File: src/rtl/core/tllw_pkg.sv
// ----------------------------------------------------------------------------
// Text line layout package
// Shared constants for the line wrapping and alignment block.
// ----------------------------------------------------------------------------
package tllw_pkg;

    localparam int LINE_CHARS = 32;
    localparam int IDX_W      = $clog2(LINE_CHARS);
    localparam int CNT_W      = $clog2(LINE_CHARS + 1);

    localparam int CODE_W  = 8;
    localparam int GLYPH_W = 12;
    localparam int GAP_W   = 8;
    localparam int ALIGN_W = 3;
    localparam int ADV_W   = 13;
    localparam int PW_W    = 16;
    localparam int TOT_W   = 17;
    localparam int HGT_W   = 13;
    localparam int TOP_W   = 20;
    localparam int DCNT_W  = $clog2(PW_W);

    localparam logic [CODE_W-1:0]  CODE_LF = 8'd10;
    localparam logic [CODE_W-1:0]  CODE_CR = 8'd13;

    localparam logic [ALIGN_W-1:0] ALIGN_RIGHT  = 3'd2;
    localparam logic [ALIGN_W-1:0] ALIGN_CENTER = 3'd3;
    localparam logic [ALIGN_W-1:0] ALIGN_DIST   = 3'd4;

    localparam logic [PW_W-1:0]  PAGE_WIDTH_RESET = 16'd1024;
    localparam logic [PW_W-1:0]  MAX_X            = '1;
    localparam logic [TOP_W-1:0] MAX_Y            = '1;

endpackage

File: src/rtl/core/text_line_layout_wrap.sv
// A character that closes no line passes S_DECIDE, S_APPEND, S_POST and S_TAIL.
// A line flush adds S_FSTART and S_FEND, the bit-serial divider in S_DIV on
// distributed lines, and S_RD and S_OUT per placed character from the line buffer.
// One input transaction is processed at a time; the input is stalled meanwhile.
// Reset is synchronous and active low; it empties the line and restores the
// page width to 1024. The line buffer holds no reset value.
// ----------------------------------------------------------------------------
// Text line layout with wrapping
// Buffers one line of characters, breaks greedily on page width, line end
// codes, a full buffer or end of text, and places each character with
// left, right, center or distributed alignment.
// ----------------------------------------------------------------------------
module text_line_layout_wrap (
    input  logic        i_clk,
    input  logic        i_rst_n,
    input  logic        i_cfg_wr_en,
    input  logic [15:0] i_cfg_wr_data,
    input  logic        i_valid,
    output logic        o_stall,
    input  logic [7:0]  i_char_code,
    input  logic [11:0] i_glyph_width,
    input  logic [11:0] i_glyph_height,
    input  logic [7:0]  i_char_gap,
    input  logic [7:0]  i_line_gap,
    input  logic [2:0]  i_align_mode,
    input  logic        i_end_of_text,
    output logic        o_valid,
    input  logic        i_stall,
    output logic [7:0]  o_out_char,
    output logic [15:0] o_pos_x,
    output logic [19:0] o_pos_y,
    output logic [15:0] o_box_width,
    output logic [12:0] o_box_height,
    output logic        o_last
);

    typedef enum logic [9:0] {
        S_IDLE   = 10'b00_0000_0001,
        S_DECIDE = 10'b00_0000_0010,
        S_FSTART = 10'b00_0000_0100,
        S_DIV    = 10'b00_0000_1000,
        S_RD     = 10'b00_0001_0000,
        S_OUT    = 10'b00_0010_0000,
        S_FEND   = 10'b00_0100_0000,
        S_APPEND = 10'b00_1000_0000,
        S_POST   = 10'b01_0000_0000,
        S_TAIL   = 10'b10_0000_0000
    } t_state;

    typedef struct packed {
        logic [tllw_pkg::CODE_W-1:0] code;
        logic [tllw_pkg::ADV_W-1:0]  adv;
    } t_entry;

    t_state r_state;
    t_state r_ret;

    logic [tllw_pkg::PW_W-1:0]    r_pw;
    logic [tllw_pkg::CNT_W-1:0]   r_count;
    logic [tllw_pkg::TOT_W-1:0]   r_total;
    logic [tllw_pkg::HGT_W-1:0]   r_maxh;
    logic [tllw_pkg::ALIGN_W-1:0] r_align;
    logic [tllw_pkg::TOP_W-1:0]   r_top;
    logic                         r_o_valid;

    logic [tllw_pkg::CODE_W-1:0]  r_code;
    logic [tllw_pkg::ADV_W-1:0]   r_adv;
    logic [tllw_pkg::HGT_W-1:0]   r_h;
    logic [tllw_pkg::ALIGN_W-1:0] r_in_align;
    logic                         r_eot;
    logic                         r_more;

    logic [tllw_pkg::PW_W-1:0]    r_x;
    logic [tllw_pkg::CNT_W-1:0]   r_idx;
    logic [tllw_pkg::PW_W-1:0]    r_quot;
    logic [tllw_pkg::CNT_W-1:0]   r_rem;
    logic [tllw_pkg::DCNT_W-1:0]  r_div_cnt;

    t_entry r_mem [tllw_pkg::LINE_CHARS];
    t_entry r_rd_data;

    logic [7:0]  r_out_char;
    logic [15:0] r_pos_x;
    logic [19:0] r_pos_y;
    logic [15:0] r_box_width;
    logic [12:0] r_box_height;
    logic        r_last;

    logic                          w_accept;
    logic                          w_is_eol;
    logic [tllw_pkg::TOT_W:0]      w_adv_sum;
    logic                          w_over;
    logic                          w_full;
    logic                          w_adv_big;
    logic                          w_oversize;
    logic [tllw_pkg::PW_W-1:0]     w_room;
    logic [tllw_pkg::CNT_W:0]      w_rem_sh;
    logic                          w_div_ge;
    logic [tllw_pkg::CNT_W:0]      w_rem_sub;
    logic [tllw_pkg::PW_W:0]       w_bw_sum;
    logic [tllw_pkg::PW_W-1:0]     w_bw;
    logic [tllw_pkg::PW_W:0]       w_x_sum;
    logic [tllw_pkg::CNT_W-1:0]    w_idx_nxt;
    logic                          w_last_char;
    logic                          w_out_free;
    logic                          w_out_load;
    logic [tllw_pkg::TOP_W:0]      w_top_sum;
    logic [tllw_pkg::TOT_W-1:0]    w_total_nxt;
    logic [tllw_pkg::ALIGN_W-1:0]  w_align;

    assign w_accept   = i_valid && (r_state == S_IDLE);
    assign w_is_eol   = (r_code == tllw_pkg::CODE_LF) || (r_code == tllw_pkg::CODE_CR);
    assign w_adv_sum  = {1'b0, r_total} + (tllw_pkg::TOT_W + 1)'(r_adv);
    assign w_over     = w_adv_sum > (tllw_pkg::TOT_W + 1)'(r_pw);
    assign w_full     = r_count >= tllw_pkg::CNT_W'(tllw_pkg::LINE_CHARS);
    assign w_adv_big  = tllw_pkg::TOT_W'(r_adv) > tllw_pkg::TOT_W'(r_pw);
    assign w_oversize = (r_count == tllw_pkg::CNT_W'(1)) &&
                        (r_total > tllw_pkg::TOT_W'(r_pw));
    assign w_room     = (r_total < tllw_pkg::TOT_W'(r_pw)) ?
                        (r_pw - r_total[tllw_pkg::PW_W-1:0]) : '0;

    assign w_rem_sh  = {r_rem, r_quot[tllw_pkg::PW_W-1]};
    assign w_div_ge  = w_rem_sh >= {1'b0, r_count};
    assign w_rem_sub = w_rem_sh - {1'b0, r_count};

    assign w_bw_sum    = (tllw_pkg::PW_W + 1)'(r_rd_data.adv) + {1'b0, r_quot};
    assign w_bw        = w_bw_sum[tllw_pkg::PW_W] ? tllw_pkg::MAX_X :
                         w_bw_sum[tllw_pkg::PW_W-1:0];
    assign w_x_sum     = {1'b0, r_x} + {1'b0, w_bw};
    assign w_idx_nxt   = r_idx + tllw_pkg::CNT_W'(1);
    assign w_last_char = w_idx_nxt == r_count;
    assign w_out_free  = !r_o_valid || !i_stall;
    assign w_out_load  = (r_state == S_OUT) && w_out_free;
    assign w_top_sum   = {1'b0, r_top} + (tllw_pkg::TOP_W + 1)'(r_maxh);
    assign w_total_nxt = r_total + tllw_pkg::TOT_W'(r_adv);
    assign w_align     = (r_count == '0) ? r_in_align : r_align;

    always_ff @(posedge i_clk) begin
        if (!i_rst_n) begin
            r_state   <= S_IDLE;
            r_pw      <= tllw_pkg::PAGE_WIDTH_RESET;
            r_count   <= '0;
            r_total   <= '0;
            r_maxh    <= '0;
            r_align   <= '0;
            r_top     <= '0;
            r_o_valid <= 1'b0;
        end else begin
            if (i_cfg_wr_en) begin
                r_pw <= i_cfg_wr_data;
            end
            if (w_out_load) begin
                r_o_valid <= 1'b1;
            end else if (!i_stall) begin
                r_o_valid <= 1'b0;
            end
            case (r_state)
                S_IDLE: begin
                    if (w_accept) begin
                        r_state <= S_DECIDE;
                    end
                end
                S_DECIDE: begin
                    if (w_is_eol) begin
                        r_state <= S_FSTART;
                    end else if ((r_count != '0) && (w_over || w_full)) begin
                        r_state <= S_FSTART;
                    end else begin
                        r_state <= S_APPEND;
                    end
                end
                S_FSTART: begin
                    if (r_count == '0) begin
                        r_state <= S_FEND;
                    end else if (r_align == tllw_pkg::ALIGN_DIST) begin
                        r_state <= S_DIV;
                    end else begin
                        r_state <= S_RD;
                    end
                end
                S_DIV: begin
                    if (r_div_cnt == tllw_pkg::DCNT_W'(tllw_pkg::PW_W - 1)) begin
                        r_state <= S_RD;
                    end
                end
                S_RD: begin
                    r_state <= S_OUT;
                end
                S_OUT: begin
                    if (w_out_free) begin
                        r_state <= w_last_char ? S_FEND : S_RD;
                    end
                end
                S_FEND: begin
                    r_top   <= w_top_sum[tllw_pkg::TOP_W] ? tllw_pkg::MAX_Y :
                               w_top_sum[tllw_pkg::TOP_W-1:0];
                    r_count <= '0;
                    r_total <= '0;
                    r_maxh  <= '0;
                    r_align <= '0;
                    r_state <= r_ret;
                end
                S_APPEND: begin
                    r_align <= w_align;
                    r_count <= r_count + tllw_pkg::CNT_W'(1);
                    r_total <= w_total_nxt;
                    if (r_h > r_maxh) begin
                        r_maxh <= r_h;
                    end
                    r_state <= S_POST;
                end
                S_POST: begin
                    if (w_oversize || (r_eot && (r_count != '0))) begin
                        r_state <= S_FSTART;
                    end else begin
                        r_state <= S_TAIL;
                    end
                end
                S_TAIL: begin
                    if (r_eot) begin
                        r_top <= '0;
                    end
                    r_state <= S_IDLE;
                end
                default: begin
                    r_state <= S_IDLE;
                end
            endcase
        end
    end

    always_ff @(posedge i_clk) begin
        r_rd_data <= r_mem[r_idx[tllw_pkg::IDX_W-1:0]];
        if (w_accept) begin
            r_code     <= i_char_code;
            r_adv      <= tllw_pkg::ADV_W'(i_glyph_width) + tllw_pkg::ADV_W'(i_char_gap);
            r_h        <= tllw_pkg::HGT_W'(i_glyph_height) + tllw_pkg::HGT_W'(i_line_gap);
            r_in_align <= i_align_mode;
            r_eot      <= i_end_of_text;
        end
        case (r_state)
            S_DECIDE: begin
                if (w_is_eol) begin
                    r_ret  <= S_TAIL;
                    r_more <= 1'b0;
                end else begin
                    r_ret  <= S_APPEND;
                    r_more <= r_eot || w_adv_big;
                end
            end
            S_POST: begin
                r_ret  <= S_TAIL;
                r_more <= 1'b0;
            end
            S_FSTART: begin
                if (r_align == tllw_pkg::ALIGN_RIGHT) begin
                    r_x <= w_room;
                end else if (r_align == tllw_pkg::ALIGN_CENTER) begin
                    r_x <= w_room >> 1;
                end else begin
                    r_x <= '0;
                end
                r_quot    <= (r_align == tllw_pkg::ALIGN_DIST) ? w_room : '0;
                r_rem     <= '0;
                r_div_cnt <= '0;
                r_idx     <= '0;
            end
            S_DIV: begin
                r_quot    <= {r_quot[tllw_pkg::PW_W-2:0], w_div_ge};
                r_rem     <= w_div_ge ? w_rem_sub[tllw_pkg::CNT_W-1:0] :
                                        w_rem_sh[tllw_pkg::CNT_W-1:0];
                r_div_cnt <= r_div_cnt + tllw_pkg::DCNT_W'(1);
            end
            S_OUT: begin
                if (w_out_free) begin
                    r_out_char   <= r_rd_data.code;
                    r_pos_x      <= r_x;
                    r_pos_y      <= r_top;
                    r_box_width  <= w_bw;
                    r_box_height <= r_maxh;
                    r_last       <= w_last_char && !r_more;
                    r_x          <= w_x_sum[tllw_pkg::PW_W] ? tllw_pkg::MAX_X :
                                    w_x_sum[tllw_pkg::PW_W-1:0];
                    r_idx        <= w_idx_nxt;
                end
            end
            S_APPEND: begin
                r_mem[r_count[tllw_pkg::IDX_W-1:0]] <= '{code: r_code, adv: r_adv};
            end
            default: begin
            end
        endcase
    end

    assign o_stall      = (r_state != S_IDLE);
    assign o_valid      = r_o_valid;
    assign o_out_char   = r_out_char;
    assign o_pos_x      = r_pos_x;
    assign o_pos_y      = r_pos_y;
    assign o_box_width  = r_box_width;
    assign o_box_height = r_box_height;
    assign o_last       = r_last;

    a_count_range: assert property (@(posedge i_clk) disable iff (!i_rst_n)
        r_count <= tllw_pkg::CNT_W'(tllw_pkg::LINE_CHARS))
        else $error("line character count exceeds buffer depth");

    a_div_nonzero: assert property (@(posedge i_clk) disable iff (!i_rst_n)
        (r_state == S_DIV) |-> (r_count != '0))
        else $error("distributed spacing divides by an empty line");

    a_read_in_line: assert property (@(posedge i_clk) disable iff (!i_rst_n)
        (r_state == S_OUT) |-> (r_idx < r_count))
        else $error("placement reads past the buffered line");

    a_flush_clears: assert property (@(posedge i_clk) disable iff (!i_rst_n)
        (r_state == S_FEND) |=> (r_count == '0) && (r_total == '0))
        else $error("line state not cleared after flush");

endmodule

File: config.mk
export PLATFORM = sky130hd
export DESIGN_NAME = text_line_layout_wrap
export DESIGN_NICKNAME = d
export VERILOG_FILES = /design/src/rtl/core/tllw_pkg.sv /design/src/rtl/core/text_line_layout_wrap.sv
export SDC_FILE = /design/constraint.sdc
export NUM_CORES = 1
export LEC_CHECK = 0
export BUFFER_PORTS_ARGS = -buffer_cell sky130_fd_sc_hd__buf_2
export CORE_MARGIN = 2
export CORE_UTILIZATION = 55
export CTS_BUF_LIST = sky130_fd_sc_hd__clkbuf_2 sky130_fd_sc_hd__clkbuf_4 sky130_fd_sc_hd__clkbuf_8
export DETAILED_ROUTE_END_ITERATION = 10
export PLACE_DENSITY = 0.76
export SLEW_MARGIN = 30
export SYNTH_ARGS = -nofsm -noshare
export SYNTH_HDL_FRONTEND = slang
export SYNTH_SLANG_ARGS = --single-unit
File: constraint.sdc
create_clock -name i_clk -period 16.6 [get_ports i_clk]
set_input_delay 0.83 -clock i_clk [delete_from_list [all_inputs] [get_ports i_clk]]
set_output_delay 0.83 -clock i_clk [all_outputs]
set_load 0.005 [all_outputs]
==> metrics.yaml <==
status: "complete, no violations"
core_sq_mm: 0.0743
swShare: 0.225
place_congestion: 0.906
cts.sink_count: 942
cp_max_fo: 15
power.switching_uw: 1080
async_flop_share: 0
synth.top_cell.area_share: 0.607
cp.required_ns: 17.13
endpoint_kind: "flop"
r2r_cells: 21
synth_nets: 2786
worst_hold_path_type: "in -> reg"
fp.dieArea_sq_mm: 0.0773
cts_root_buffer: "clkbuf_8"
skew_ns: 0.0461
slew_violations: 0
clk_pin_slew_ns: 0.06
peakVddDrop_mv: 0.113
hpwl_um: 57100
grt_pass1_wl_um: 144000
overflow: 0
io_pins: 149
grt_setup_unrepaired: "false"
clockBufferDepth: 3
finalCritPeriodShare: 0.341
cellPowerDensity_mw_per_mm2: 103
path_cells: "ha_1 -> fa_1 -> and2_1 -> o21a_1 -> o31a_1 -> o41ai_4 -> o21ai_1 -> o41a_1 -> nand2b_2 -> nand2b_1 -> ha_1 -> inv_1 -> fa_1 -> nor2b_1 -> o31ai_1 -> a21oi_1 -> a221oi_2 -> o21ai_1 -> a31o_2 -> o21ai_0 -> o21ai_1"
yosysUniqueCellTypes: 88
cts_tree: "built"
fin_tns_setup_ns: 0
fmax_mhz: 177
fin_util: 0.626
htree_num_levels: 4
clk_latency_ns: 0.82
numCtsBuffers: 149
drtAntennaViolNets: 0
synth-seq-area-share: 0.659
max-cap-violations: 0
synth_commonest_cells: "edfxtp_1 (835), mux4_2 (210), ha_1 (156), nor2_1 (132), nand2_1 (123)"
tightestPinTransition_ns: 0.981
crit_path_top_delay_cell: "o41a_1"
relSlewSlack: 0.345
synth-edff-count: 835
syn_area_sq_mm: 0.0413
ys_top_cells_by_area: "edfxtp_1 (61%), mux4_2 (11%), dfxtp_1 (5.2%), ha_1 (4.7%), xnor2_1 (1.2%)"
io_buffers: 148
rows: 100
synth_warnings: 0
dieHeight_um: 278
ys.flop_type: "edfxtp_1"
hold_start: "i_char_code[6]"
viasPerCell: 6.12
grt_pass1_vias: 24100
hold_path_end: "r_code[6]"
p_comb_frac: 0.043
drt-initial-drc-count: 2417
start_kind: "flop"
firstDrtPassIters: 5
synth-seq-cells: 942
synth.most_common_cell: "edfxtp_1"
seq_power_share: 0.546
p_int_uw: 3710
cellLeakagePower_uw: 0.0163
worstSetupPathType: "reg -> reg"
min_path_cells: 1
vias: 23800
detail_route.wl_per_cell_um: 24.5
postSynthAreaPerCell_sq_um: 16.2
regToRegSetupSlack_ns: 10.94
yosys.area.top_type: "edfxtp_1"
crit_top_cell: "o21ai_1"
initial_utilization: 0.556
hold_viol: 0
die_x_um: 278
r2r-end: "r_x[8]"
grtUsageTotal: 0.248
antenna_found_initial: 2
synth_cells: 2549
cts_setup_buffers: 0
critPathMaxStageDelay_ns: 0.40
p_clk_frac: 0.411
r2r-start: "r_quot[0]"
layout-drive-gt1-share: 0.249
post_cts_resized: 0
drc: 0
grt_max_degree: 171
syn2layout_area_growth_pct: 12.7
ctsHoldBuffers: 0
arrival_ns: 6.19
setup_viol: 0
nets: 3031
fin_crit_ns: 5.66
finalWirelength_um: 95200
cells by family after synthesis:
logic type,Yosys count,share of synthesized area
flip-flops,942,0.659
AND/OR/NAND/NOR,489,0.0587
AO/OA/AOI/OAI,393,0.0625
multiplexers,272,0.130
buffers and inverters,201,0.0195
adder cells (fa/ha/maj),164,0.0512
XOR/XNOR,88,0.0187
power groups by stage:
| stage | sequential, uW | combinational [uW] | clock, uW |
|---|---|---|---|
| floorplan | 2680 | 103 | 0 |
| global placement | 2670 | 185 | 0 |
| detailed placement | 2670 | 193 | 0 |
| CTS | 2620 | 194 | 2000 |
| global route | 2620 | 224 | 2110 |
| finish | 2620 | 204 | 1970 |
metrics by stage:
stage / std cells / hold WS [ns] / cell area [sq um] / power (uW) / worst slack [ns]
after floorplan: 2549 / 0.386 / 41300 / 2790 / 10.31
after global placement: 3603 / 0.397 / 43400 / 2860 / 11.14
after detailed placement: 3603 / 0.391 / 43400 / 2870 / 11.03
after CTS: 3878 / 0.146 / 46400 / 4820 / 11.00
after global routing: 3888 / 0.168 / 46500 / 4950 / 10.49
final: 3889 / 0.186 / 46500 / 4790 / 10.94
routing by layer:
| layer | part of all wire | wire [um] | up-vias | GRT usage |
|---|---|---|---|---|
| met1 | 0.41 | 38800 | 12100 | 0.332 |
| li1 | - | - | 10500 | - |
| met2 | 0.51 | 48100 | 992 | 0.419 |
| met4 | 0.023 | 2230 | 0 | 0.0807 |
| met5 | 0 | 0 | - | 0 |
| met3 | 0.064 | 6080 | 155 | 0.0399 |
how the worst max path moves through the flow:
| stage | from | endpoint | slack (ns) | depth (start not counted) |
|---|---|---|---|---|
| final | r_quot[0] | r_x[8] | 10.94 | 21 |
| after global placement | r_quot[0] | r_x[15] | 11.14 | 19 |
| after floorplan | r_state[6] | r_idx[0] | 10.31 | 7 |
| after detailed placement | r_quot[0] | r_x[8] | 11.03 | 21 |
| after CTS | r_quot[0] | r_x[8] | 11.00 | 21 |
| after global routing | r_quot[0] | r_x[2] | 10.49 | 19 |
state kept, by name (all words and copies together), names as in the netlist, 10 cells and up:
register,cells
r_mem,672
r_rd_data,21
o_pos_y,20
r_top,20
r_total,17
o_box_width,16
o_pos_x,16
r_pw,16
r_quot,16
r_x,16
o_box_height,13
r_adv,13
r_h,13
r_maxh,13
r_state,10
worst max-delay path: cells and delay by family, from the launching register on:
kind                       cells  cell delay, ns
and+or+nand+nor                4            0.67
adders and majority gates      4            1.10
buffers and inverters          1            0.08
AOI/OAI and AO/OA             12            3.15
DFF                            1            0.39
placed cells by master (no fill, tap or decap), types with 40 or more instances in the layout:
cell type,netlist,final
a21oi_1,84,83
buf_2,17,148
clkbuf_4,0,44
clkbuf_8,0,157
clkinv_1,2,40
dfxtp_1,107,107
edfxtp_1,835,835
ha_1,156,156
inv_1,103,103
mux4_2,210,210
nand2_1,123,123
nand3_1,50,50
nor2_1,132,100
nor2b_1,44,44
o21ai_0,88,88
xnor2_1,58,58
area by class of cell:
type                    instances  area [sq um]
diodes                          2          5.00
clock buffers                 201          2490
clock inverters                74           507
fillers                      5281         27800
inverters                     105           394
multi-input cells            1406         13500
flip-flops and latches        942         27200
well taps                     969          1210
repair buffers                190          1160
No activity file was read; power rests on OpenSTA's default activity.
